**src/rtl/sndl_pkg.sv**
```systemverilog
// package: shared constants and types for the short-name directory lookup
`default_nettype none
package sndl_pkg;

	localparam int NAME_LEN    = 11;
	localparam int BASE_LEN    = 8;
	localparam int EXT_LEN     = NAME_LEN - BASE_LEN;
	localparam int POS_W       = 4;
	localparam int COUNT_W     = 13;
	localparam int INDEX_W     = 12;
	localparam int MAX_ENTRIES = 4096;
	localparam int OUTQ_DEPTH  = 3;

	localparam logic [COUNT_W-1:0] LIMIT_RESET = 13'd224;

	// item kinds
	localparam logic [1:0] KIND_CHAR  = 2'd0;
	localparam logic [1:0] KIND_ENTRY = 2'd1;
	localparam logic [1:0] KIND_START = 2'd2;

	// search status codes
	localparam logic [1:0] ST_SEARCHING = 2'd0;
	localparam logic [1:0] ST_FOUND     = 2'd1;
	localparam logic [1:0] ST_NOT_FOUND = 2'd2;

	localparam logic [7:0] CHAR_SPACE   = 8'h20;
	localparam logic [7:0] CHAR_DOT     = 8'h2e;
	localparam logic [7:0] CHAR_NUL     = 8'h00;
	localparam logic [7:0] CHAR_LOWER_A = 8'h61;
	localparam logic [7:0] CHAR_LOWER_Z = 8'h7a;
	localparam logic [7:0] CASE_OFFSET  = 8'h20;
	localparam logic [7:0] ATTR_EXCLUDE = 8'h18;

	typedef struct packed {
		logic [1:0]  kind;
		logic [7:0]  name_char;
		logic [63:0] entry_name_head;
		logic [23:0] entry_name_ext;
		logic [7:0]  entry_attr;
	} item_t;

	typedef struct packed {
		logic [1:0]         status;
		logic [INDEX_W-1:0] match_index;
	} result_t;

endpackage
`default_nettype wire

```
**src/rtl/sndl_ifs.sv**
```systemverilog
// interfaces: input item, result and configuration write channels
`default_nettype none
interface sndl_in_if;
	logic        valid;
	logic        ready;
	logic [1:0]  kind;
	logic [7:0]  name_char;
	logic [63:0] entry_name_head;
	logic [23:0] entry_name_ext;
	logic [7:0]  entry_attr;

	modport source (output valid, kind, name_char, entry_name_head, entry_name_ext,
		entry_attr, input ready);
	modport sink (input valid, kind, name_char, entry_name_head, entry_name_ext,
		entry_attr, output ready);
endinterface

interface sndl_out_if;
	logic        valid;
	logic        ready;
	logic [1:0]  status;
	logic [11:0] match_index;

	modport source (output valid, status, match_index, input ready);
	modport sink (input valid, status, match_index, output ready);
endinterface

interface sndl_cfg_if;
	logic        valid;
	logic        ready;
	logic [12:0] data;

	modport source (output valid, data, input ready);
	modport sink (input valid, data, output ready);
endinterface
`default_nettype wire

```
**src/rtl/sndl_core.sv**
```systemverilog
// lookup core: target name build, entry compare and search state
`default_nettype none
module sndl_core #(
	parameter int MAX_ENTRIES = sndl_pkg::MAX_ENTRIES
) (
	input  wire logic                           clk,
	input  wire logic                           arst_n,
	input  wire logic                           cfg_we,
	input  wire logic [sndl_pkg::COUNT_W-1:0]   cfg_data,
	input  wire logic                           item_valid,
	input  wire sndl_pkg::item_t                item,
	output sndl_pkg::result_t                   result
);

	localparam int MAX_W = $clog2(MAX_ENTRIES + 1);
	localparam int CMP_W = (MAX_W > sndl_pkg::COUNT_W) ? MAX_W : sndl_pkg::COUNT_W;

	logic [7:0]                   target_q [sndl_pkg::NAME_LEN];
	logic [7:0]                   target_d [sndl_pkg::NAME_LEN];
	logic [sndl_pkg::POS_W-1:0]   pos_q, pos_d;
	logic                         overflow_q, overflow_d;
	logic [sndl_pkg::COUNT_W-1:0] count_q, count_d;
	logic [sndl_pkg::COUNT_W-1:0] limit_q;
	logic [1:0]                   outcome_q, outcome_d;
	logic [sndl_pkg::INDEX_W-1:0] found_q, found_d;

	logic [7:0]       char_up;
	logic [7:0]       entry_bytes [sndl_pkg::NAME_LEN];
	logic             same;
	logic             limit_hit;
	logic [CMP_W-1:0] count_ext;

	always_comb begin
		for (int i = 0; i < sndl_pkg::BASE_LEN; i++) begin
			entry_bytes[i] = item.entry_name_head[8*i +: 8];
		end
		for (int i = 0; i < sndl_pkg::EXT_LEN; i++) begin
			entry_bytes[sndl_pkg::BASE_LEN + i] = item.entry_name_ext[8*i +: 8];
		end
	end

	always_comb begin
		same = 1'b1;
		for (int i = 0; i < sndl_pkg::NAME_LEN; i++) begin
			if (entry_bytes[i] != target_q[i]) begin
				same = 1'b0;
			end
		end
	end

	assign count_ext = CMP_W'(count_q);
	assign limit_hit = (count_ext >= CMP_W'(limit_q)) || (count_ext >= CMP_W'(MAX_ENTRIES));

	assign char_up = ((item.name_char >= sndl_pkg::CHAR_LOWER_A) &&
		(item.name_char <= sndl_pkg::CHAR_LOWER_Z)) ?
		(item.name_char - sndl_pkg::CASE_OFFSET) : item.name_char;

	always_comb begin
		target_d   = target_q;
		pos_d      = pos_q;
		overflow_d = overflow_q;
		count_d    = count_q;
		outcome_d  = outcome_q;
		found_d    = found_q;
		if (item_valid) begin
			case (item.kind)
				sndl_pkg::KIND_START: begin
					for (int i = 0; i < sndl_pkg::NAME_LEN; i++) begin
						target_d[i] = sndl_pkg::CHAR_SPACE;
					end
					pos_d      = '0;
					overflow_d = 1'b0;
					count_d    = '0;
					outcome_d  = sndl_pkg::ST_SEARCHING;
					found_d    = '0;
				end
				sndl_pkg::KIND_CHAR: begin
					if (outcome_q == sndl_pkg::ST_SEARCHING) begin
						if (pos_q >= sndl_pkg::POS_W'(sndl_pkg::NAME_LEN)) begin
							overflow_d = 1'b1;
						end else if ((item.name_char == sndl_pkg::CHAR_DOT) &&
							(pos_q < sndl_pkg::POS_W'(sndl_pkg::BASE_LEN))) begin
							pos_d = sndl_pkg::POS_W'(sndl_pkg::BASE_LEN);
						end else begin
							for (int i = 0; i < sndl_pkg::NAME_LEN; i++) begin
								if (pos_q == sndl_pkg::POS_W'(i)) begin
									target_d[i] = char_up;
								end
							end
							pos_d = pos_q + 1'b1;
						end
					end
				end
				sndl_pkg::KIND_ENTRY: begin
					if (outcome_q == sndl_pkg::ST_SEARCHING) begin
						// limit is checked ahead of end of directory
						if (overflow_q || limit_hit || (entry_bytes[0] == sndl_pkg::CHAR_NUL)) begin
							outcome_d = sndl_pkg::ST_NOT_FOUND;
						end else if (((item.entry_attr & sndl_pkg::ATTR_EXCLUDE) == 8'h00) && same) begin
							outcome_d = sndl_pkg::ST_FOUND;
							found_d   = count_q[sndl_pkg::INDEX_W-1:0];
						end else begin
							count_d = count_q + 1'b1;
						end
					end
				end
				default: begin
				end
			endcase
		end
	end

	assign result.status      = outcome_d;
	assign result.match_index = (outcome_d == sndl_pkg::ST_FOUND) ? found_d : '0;

	always_ff @(posedge clk or negedge arst_n) begin
		if (!arst_n) begin
			for (int i = 0; i < sndl_pkg::NAME_LEN; i++) begin
				target_q[i] <= sndl_pkg::CHAR_SPACE;
			end
			pos_q      <= '0;
			overflow_q <= 1'b0;
			count_q    <= '0;
			outcome_q  <= sndl_pkg::ST_SEARCHING;
			found_q    <= '0;
			limit_q    <= sndl_pkg::LIMIT_RESET;
		end else begin
			target_q   <= target_d;
			pos_q      <= pos_d;
			overflow_q <= overflow_d;
			count_q    <= count_d;
			outcome_q  <= outcome_d;
			found_q    <= found_d;
			if (cfg_we) begin
				limit_q <= cfg_data;
			end
		end
	end

endmodule
`default_nettype wire

```
**src/rtl/sndl_outq.sv**
```systemverilog
// result queue: small fifo that parts the core from the output channel
`default_nettype none
module sndl_outq (
	input  wire logic              clk,
	input  wire logic              arst_n,
	input  wire logic              push,
	input  wire sndl_pkg::result_t push_data,
	output logic [1:0]             fill,
	sndl_out_if.source             out
);

	localparam int DEPTH = sndl_pkg::OUTQ_DEPTH;

	sndl_pkg::result_t mem_q [DEPTH];
	logic [1:0]        wr_ptr_q, rd_ptr_q, count_q;
	logic              pop;

	assign pop             = out.valid && out.ready;
	assign out.valid       = (count_q != 2'd0);
	assign out.status      = mem_q[rd_ptr_q].status;
	assign out.match_index = mem_q[rd_ptr_q].match_index;
	assign fill            = count_q;

	always_ff @(posedge clk) begin
		if (push) begin
			mem_q[wr_ptr_q] <= push_data;
		end
	end

	always_ff @(posedge clk or negedge arst_n) begin
		if (!arst_n) begin
			wr_ptr_q <= '0;
			rd_ptr_q <= '0;
			count_q  <= '0;
		end else begin
			if (push) begin
				wr_ptr_q <= (wr_ptr_q == 2'(DEPTH - 1)) ? 2'd0 : wr_ptr_q + 2'd1;
			end
			if (pop) begin
				rd_ptr_q <= (rd_ptr_q == 2'(DEPTH - 1)) ? 2'd0 : rd_ptr_q + 2'd1;
			end
			case ({push, pop})
				2'b10:   count_q <= count_q + 2'd1;
				2'b01:   count_q <= count_q - 2'd1;
				default: count_q <= count_q;
			endcase
		end
	end

endmodule
`default_nettype wire

```
**src/rtl/short_name_directory_lookup.sv**
```systemverilog
// top level: input stage register, lookup core and result queue
// each result beat is registered in the input stage and then in the result queue before it is offered
// throughput: one item per cycle while the output side keeps taking beats
// the three-entry result queue lets input beats flow while results wait
// reset (arst_n low, asynchronous): target name all spaces, search state
// cleared, entry limit 224, pipeline and queue empty
`default_nettype none
module short_name_directory_lookup #(
	parameter int MAX_ENTRIES = sndl_pkg::MAX_ENTRIES
) (
	input wire logic clk,
	input wire logic arst_n,
	sndl_in_if.sink  in,
	sndl_out_if.source out,
	sndl_cfg_if.sink cfg
);

	logic              valid_s1;
	sndl_pkg::item_t   item_s1;
	sndl_pkg::result_t result;
	logic [1:0]        fill;
	logic [2:0]        committed;

	// queue fill plus the beat held in the input stage must leave a free slot
	assign committed = {1'b0, fill} + {2'b00, valid_s1};
	assign in.ready  = (committed < 3'(sndl_pkg::OUTQ_DEPTH));
	assign cfg.ready = 1'b1;

	always_ff @(posedge clk or negedge arst_n) begin
		if (!arst_n) begin
			valid_s1 <= 1'b0;
		end else begin
			valid_s1 <= in.valid && in.ready;
		end
	end

	always_ff @(posedge clk) begin
		if (in.valid && in.ready) begin
			item_s1.kind            <= in.kind;
			item_s1.name_char       <= in.name_char;
			item_s1.entry_name_head <= in.entry_name_head;
			item_s1.entry_name_ext  <= in.entry_name_ext;
			item_s1.entry_attr      <= in.entry_attr;
		end
	end

	sndl_core #(
		.MAX_ENTRIES(MAX_ENTRIES)
	) u_core (
		.clk        (clk),
		.arst_n     (arst_n),
		.cfg_we     (cfg.valid && cfg.ready),
		.cfg_data   (cfg.data),
		.item_valid (valid_s1),
		.item       (item_s1),
		.result     (result)
	);

	sndl_outq u_outq (
		.clk       (clk),
		.arst_n    (arst_n),
		.push      (valid_s1),
		.push_data (result),
		.fill      (fill),
		.out       (out)
	);

endmodule
`default_nettype wire

```
**src/flat_wrapper.sv**
```systemverilog
// flat-port wrapper written by rule: the top's interface ports become plain ports
module short_name_directory_lookup_flat 
#(
	parameter int MAX_ENTRIES = sndl_pkg::MAX_ENTRIES
)
  (clk, arst_n, in_valid, in_kind, in_name_char, in_entry_name_head, in_entry_name_ext, in_entry_attr, in_ready, out_valid, out_status, out_match_index, out_ready, cfg_valid, cfg_data, cfg_ready);
  sndl_in_if in_i ();
  sndl_out_if out_i ();
  sndl_cfg_if cfg_i ();
  input wire logic clk;
  input wire logic arst_n;
  input wire logic [$bits(in_i.valid)-1:0] in_valid;
  input wire logic [$bits(in_i.kind)-1:0] in_kind;
  input wire logic [$bits(in_i.name_char)-1:0] in_name_char;
  input wire logic [$bits(in_i.entry_name_head)-1:0] in_entry_name_head;
  input wire logic [$bits(in_i.entry_name_ext)-1:0] in_entry_name_ext;
  input wire logic [$bits(in_i.entry_attr)-1:0] in_entry_attr;
  output wire logic [$bits(in_i.ready)-1:0] in_ready;
  output wire logic [$bits(out_i.valid)-1:0] out_valid;
  output wire logic [$bits(out_i.status)-1:0] out_status;
  output wire logic [$bits(out_i.match_index)-1:0] out_match_index;
  input wire logic [$bits(out_i.ready)-1:0] out_ready;
  input wire logic [$bits(cfg_i.valid)-1:0] cfg_valid;
  input wire logic [$bits(cfg_i.data)-1:0] cfg_data;
  output wire logic [$bits(cfg_i.ready)-1:0] cfg_ready;
  assign in_i.valid = in_valid;
  assign in_i.kind = in_kind;
  assign in_i.name_char = in_name_char;
  assign in_i.entry_name_head = in_entry_name_head;
  assign in_i.entry_name_ext = in_entry_name_ext;
  assign in_i.entry_attr = in_entry_attr;
  assign in_ready = in_i.ready;
  assign out_valid = out_i.valid;
  assign out_status = out_i.status;
  assign out_match_index = out_i.match_index;
  assign out_i.ready = out_ready;
  assign cfg_i.valid = cfg_valid;
  assign cfg_i.data = cfg_data;
  assign cfg_ready = cfg_i.ready;
  short_name_directory_lookup #(.MAX_ENTRIES(MAX_ENTRIES)) u_core (.clk(clk), .arst_n(arst_n), .in(in_i), .out(out_i), .cfg(cfg_i));
endmodule
```
**config.mk**
```make
export PLATFORM = sky130hd
export DESIGN_NAME = short_name_directory_lookup_flat
export DESIGN_NICKNAME = d
export VERILOG_FILES = /design/src/rtl/sndl_pkg.sv /design/src/rtl/sndl_ifs.sv /design/src/rtl/sndl_core.sv /design/src/rtl/sndl_outq.sv /design/src/rtl/short_name_directory_lookup.sv /design/src/flat_wrapper.sv
export SDC_FILE = /design/constraint.sdc
export NUM_CORES = 1
export LEC_CHECK = 0
export ABC_AREA = 1
export BUFFER_PORTS_ARGS = -buffer_cell sky130_fd_sc_hd__buf_4
export CAP_MARGIN = 10
export CORE_ASPECT_RATIO = 0.5
export CORE_MARGIN = 4
export CORE_UTILIZATION = 45
export CTS_CLUSTER_DIAMETER = 50
export DETAILED_ROUTE_END_ITERATION = 7
export PLACE_DENSITY_LB_ADDON = 0.08
export RECOVER_POWER = 100
export SLEW_MARGIN = 25
export SYNTH_ARGS = -nofsm -noshare
export SYNTH_HDL_FRONTEND = slang
export SYNTH_HIERARCHICAL = 1
export SYNTH_SLANG_ARGS = --single-unit
```
**constraint.sdc**
```tcl
create_clock -name clk -period 9.4 [get_ports clk]
set_input_delay 0.94 -clock clk [delete_from_list [all_inputs] [get_ports clk]]
set_output_delay 0.94 -clock clk [all_outputs]
set_load 0.01 [all_outputs]
```
[Yosys cells after proc, flatten, opt, wreduce, memory -nomap -nowiden]
Memory sizes are Yosys's and may differ from the RTL's.
Index checks and enable logic that the tools add are counted.
Operators by class
  $add $sub $neg: 8
  $lt $le $gt $ge: 7
  equality and inequality tests: 47
  muxes and demuxes: 54
  reduce and logical (&&, ||, !) cells: 31
Operators by type and width (count)
  $mux 88: 3
  $pmux 88 s2: 1
  $mux 8: 12
  $ne 8x8->1: 11
  $reduce_and 6->1: 11
  $mux 12: 5
  $mux 13: 3
  $ne 2x2->1 const B: 18
  $pmux 13 s2: 1
  $pmux 12 s2: 1
  $eq 4x3->1 const B: 4
  $logic_not 8->1: 2
  $mux 1: 15
  $add 13x1->13 const B: 1
  $ge 13x13->1: 1
  $ge 13x13->1 const B: 1
  $eq 4x4->1 const B: 3
  $mux 2: 6
  $mux 4: 3
  $eq 2x2->1 const B: 4
  $eq 4x2->1 const B: 2
  $eq 8x6->1 const B: 1
  $ge 8x7->1 const B: 1
  $le 8x7->1 const B: 1
  20 further kinds: 36
Storage, ports and cells
  register bits: 243
  memory bits (writable): 42
  bits of input ports: 124
  output and inout port bits: 17
  memories: 1
Memories
  u_core.u_outq.mem_q: depth 3, bits a word 14, rd ports 1, clocked after Yosys merged registers in 0, write ports 1, RTL line sndl_outq.sv:14  | sndl_pkg::result_t mem_q [DEPTH];

[Longest topological paths before layout]
  word-level depth: 20
  depth in mapped cells: 16
  gate-level depth less buffers: 15

[Cells and area by module]
The synthesis kept the hierarchy.
Modules (own cells, without submodules)
  sndl_core: times used 1, cells an instance 1180, area each 8505.7 sq um, sequential area each 3345.7 sq um
  short_name_directory_lookup: times used 1, cells an instance 117, area each 3271.9 sq um, sequential area each 3208.1 sq um
  sndl_outq: times used 1, cells an instance 142, area each 1856.8 sq um, sequential area each 1411.4 sq um

[Worst setup path after synthesis]
Ideal clock, no wire load.
  path type: flip-flop to flip-flop
  from: reg u_core.valid_s1
  to: reg u_core/item_s1[0] (netlist name), enable pin
  arrival: 3781 ps
  data required time: 8913 ps
  slack: 5131 ps
  stages on the path, launching flop included: 6
  period minus slack after synthesis: 4269 ps
  cells stage by stage: dfrtp_1 > ha_1 > ha_1 > nand2_1 > nand2_2 > nor2_2
On the way
  word-level cells in the longest chain between the ends: 3
Ends and longest elaborated chain
  start, declared: RTL line short_name_directory_lookup.sv:18  | logic valid_s1;
  start signal, assigned: RTL line short_name_directory_lookup.sv:33  | valid_s1 <= in.valid && in.ready;
  $add 2x1->3: RTL line short_name_directory_lookup.sv:25  | assign committed = {1'b0, fill} + {2'b00, valid_s1};
  $lt 3x2->1: RTL line short_name_directory_lookup.sv:26  | assign in.ready = (committed < 3'(sndl_pkg::OUTQ_DEPTH));
  $logic_and 1x1->1: RTL line short_name_directory_lookup.sv:38  | if (in.valid && in.ready) begin
  end, declared: RTL line short_name_directory_lookup.sv:19  | sndl_pkg::item_t item_s1;
Every way passes these cells.
A chain may end at the register's enable or synchronous reset.

[Worst setup path after layout]
  from: reg u_core.valid_s1
  to: reg u_core/item_s1[9] (netlist name), enable pin
The elaborated chain is that of the path after synthesis.

==> PnR_summary.wiki <==
{| class="wikitable"
! Metric !! Value
|-
| Die outline width || 253 um
|-
| Arrival @ worst endpoint || just over 5 ns
|-
| Fraction of final layout cells sized beyond drive strength 1 || 0.132
|-
| Worst reg2reg path depth || 6
|-
| Post-Synthesis Cells || 1433
|-
| Setup Buffers After CTS || 0
|-
| Wire length of the first global-routing pass || 45.9 mm
|-
| Pin count of the biggest net entering global routing || 78
|-
| Largest fanout on the critical path || 62
|-
| Remaining global-route overflow || 0
|-
| Number of nets in the layout || 1710
|-
| CTS tree || yes
|-
| Startpoint of the most critical hold path || u_core/u_core/target_q[61]
|-
| Final worst path period need || 5.11 ns
|-
| Type of the worst setup path || flip-flop to flip-flop
|-
| Clock slew at the register clock pins of the worst setup and hold paths || 0.06 ns
|-
| Worst hold endpoint || u_core/u_core/target_q[61]
|-
| RSZ-0062 raised after global routing || no
|-
| Result of the run || complete, but fails checks
|-
| Antenna diode count || 0
|-
| CTS Hold Buffers Added || 0
|-
| Max-slew violations || 143
|-
| Final number of hold-violating endpoints || 0
|-
| TritonCTS sink count || 282
|-
| Violated checks || max-capacitance violations, max-slew violations
|-
| Leakage Power || ~7 nW
|-
| Origin of the critical flop-to-flop path || u_core/valid_s1
|-
| Final antenna-violating net count || 0
|-
| Number of placed instances, taps included || 1922
|-
| Combined global-route utilization of all metal layers || 0.175
|-
| Initial core utilization || 0.460
|-
| Source-to-sink clock delay at the later pin of the worst-skew pair || 0.55 ns
|-
| Peak clock frequency supported by timing || between 150 and 200 MHz
|-
| Slew of the pin with the lowest slew margin || around 3.6 ns
|-
| Core ar. || 0.0292 sq mm
|-
| Height of the chip || 130 um
|-
| Initial antenna violation count || 1
|-
| Final Non-Filler Cells || between 1.5k and 2k
|-
| Fin Setup TNS || 0 ns
|-
| Number of global-route vias before repair || approximately 9k
|-
| Total of fill cells in the finished design || 2722
|-
| Critical-path cell list || ha_1 -> ha_1 -> nand2_1 -> nand2_1 -> nor2_1 -> clkbuf_1
|-
| Wire per inst || 14.6 um
|-
| Drt via density || 4.79
|-
| Nets in the synthesized netlist || ~1.6k
|-
| Crit-path max cell delay || 2.43 ns
|-
| Type of the worst min-delay path || flip-flop to flip-flop
|-
| Number of clock buffers inserted by TritonCTS || 27
|-
| Worst path slowest cell || sky130_fd_sc_hd__clkbuf_1
|-
| Root buf cell || sky130_fd_sc_hd__clkbuf_16
|-
| Number of warnings reported in the yosys synthesis log || 6
|-
| Number of buffers on the longest clock path || 3
|-
| Total iterations of the first detailed-routing run || 5
|-
| Worst clock skew || 0.0162 ns
|-
| CP Buf/Inv Count || 1
|-
| Final RePlAce weighted congestion || 0.839
|-
| Total number of vias || roughly 9.5k
|-
| Max-slew headroom || -1.40
|-
| Worst path required time || 9.48 ns
|-
| Synth-to-Final Area Change || 12.3%
|-
| Hold-critical path depth || 2
|-
| Total power divided by cell area || 282 mW/mm^2
|-
| Total Die Area || 0.0329 sq mm
|-
| Post-route DRC violation count || 0
|-
| Crit start category || flip-flop
|-
| Std-Cell Rows || 44
|-
| Wire length after detailed routing || approximately 29 mm
|-
| Worst-case vdd ir drop || 0.145 mV
|-
| HPWL Detailed || 19.7 mm
|-
| CTS H-tree depth || 1
|-
| Cell area after synthesis || 0.0135 sq mm
|-
| Final Setup Violations || 0
|-
| Category of cells accounting for the largest share of critical-path delay || buffers and inverters
|-
| DR iter-0 viols || 723
|-
| Post-cts gate resize count || 0
|-
| Synth Area per Inst || around 9.4 sq um
|-
| Share of the clock period used by the worst path || 0.544
|-
| Port buffer count || 133
|-
| Max_cap viols || 3
|-
| Count of pins on the block boundary || about 140
|-
| R2r endpoint || u_core/item_s1[9]
|-
| R2R Setup Slk || 4.29 ns
|-
| Critical Path End Type || flip-flop
|}
==> report_power, final <==
part / leakage, nW / total (mW) / switching, mW / internal (mW)
clock: 0.450 / 1.12 / 0.474 / 0.646
sequential: 3.20 / 1.98 / 0.229 / 1.75
combinational: 3.34 / 1.16 / 0.797 / 0.367
total: 6.99 / 4.26 / 1.50 / 2.76
==> worst max-delay path by stage <==
stage / cells past startpoint / slack [ns] / from / to
floorplan: 5 / 5.29 / u_core/valid_s1 / u_core/item_s1[100]
global placement: 11 / 6.15 / u_core/item_s1[104] / u_core/u_core/target_q[2]
detailed placement: 11 / 6.07 / u_core/item_s1[105] / u_core/u_core/target_q[3]
CTS: 10 / 6.07 / u_core/item_s1[105] / u_core/u_core/target_q[3]
global route: 6 / 3.84 / u_core/valid_s1 / u_core/item_s1[9]
finish: 6 / 4.29 / u_core/valid_s1 / u_core/item_s1[9]
==> stage by stage <==
step                      power [mW]  worst slack (ns)   util  cell area, sq um  hold slack [ns]
after floorplan                 2.96              5.29      -             13500            0.452
after global placement          3.28              6.15  0.501             14600            0.465
after detailed placement        3.32              6.07  0.501             14700            0.474
after CTS                       4.47              6.07  0.533             15600            0.379
after global routing            4.59              3.84  0.517             15100            0.496
final                           4.26              4.29  0.517             15100            0.479
==> worst min-delay path, stage by stage (launching register included) <==
cell and delay, ns:
sky130_fd_sc_hd__dfstp_2 0.37, sky130_fd_sc_hd__nand2_1 0.05, sky130_fd_sc_hd__o21ai_1 0.05
==> layout by cell type, fill, tap and decap left out, drive strengths merged <==
cell,instances
a21oi,21
nand4,5
ha,25
o21ai,138
mux2,1
a31oi,1
nor2,134
buf,16
nand3b,2
conb,1
clkbuf,155
or2,2
xnor2,7
xor2,15
clkinv,13
o2111ai,1
nand3,73
mux2i,1
clkinvlp,4
inv,208
dfstp,14
o22ai,1
nor3b,1
nor4,5
dfrtp,126
nand2,458
bufinv,3
edfxtp,142
nor3,9
==> registers in the layout, indices dropped and copies added, names as in the netlist <==
| signal | flops |
|---|---|
| u_core/u_core/count_ext | 13 |
| u_core/valid_s1 | 1 |
| u_core/u_core/overflow_q | 1 |
| u_core/u_outq/mem_q | 42 |
| u_core/item_s1 | 100 |
| u_core/u_outq/wr_ptr_q | 2 |
| u_core/u_core/target_q | 88 |
| u_core/u_core/limit_q | 13 |
| u_core/u_core/outcome_q | 2 |
| u_core/u_core/found_q | 12 |
| u_core/u_outq/fill | 2 |
| u_core/u_core/pos_q | 4 |
| u_core/u_outq/rd_ptr_q | 2 |
==> layout make-up <==
type                       instances  area [sq um]  share of cell area
clock inverter                    17           186              0.0123
inverter                         211           792              0.0524
timing repair buffer             138           942              0.0623
tap                              391           489              0.0324
sequential                       282          7780               0.515
clock buffer                      33           738              0.0488
multi-input combinational        901          4180               0.277
==> layer usage <==
| layer | global-route usage | routed length (um) | share of wire | up-vias |
|---|---|---|---|---|
| met1 | 0.238 | 13300 | 0.46 | 4451 |
| met3 | 0.0307 | 1200 | 0.042 | 40 |
| met4 | 0.0342 | 507 | 0.018 | 0 |
| met5 | 0 | 0 | 0 | - |
| met2 | 0.302 | 13700 | 0.48 | 170 |
| li1 | - | - | - | 4789 |
(Power assumes the default switching activity.)
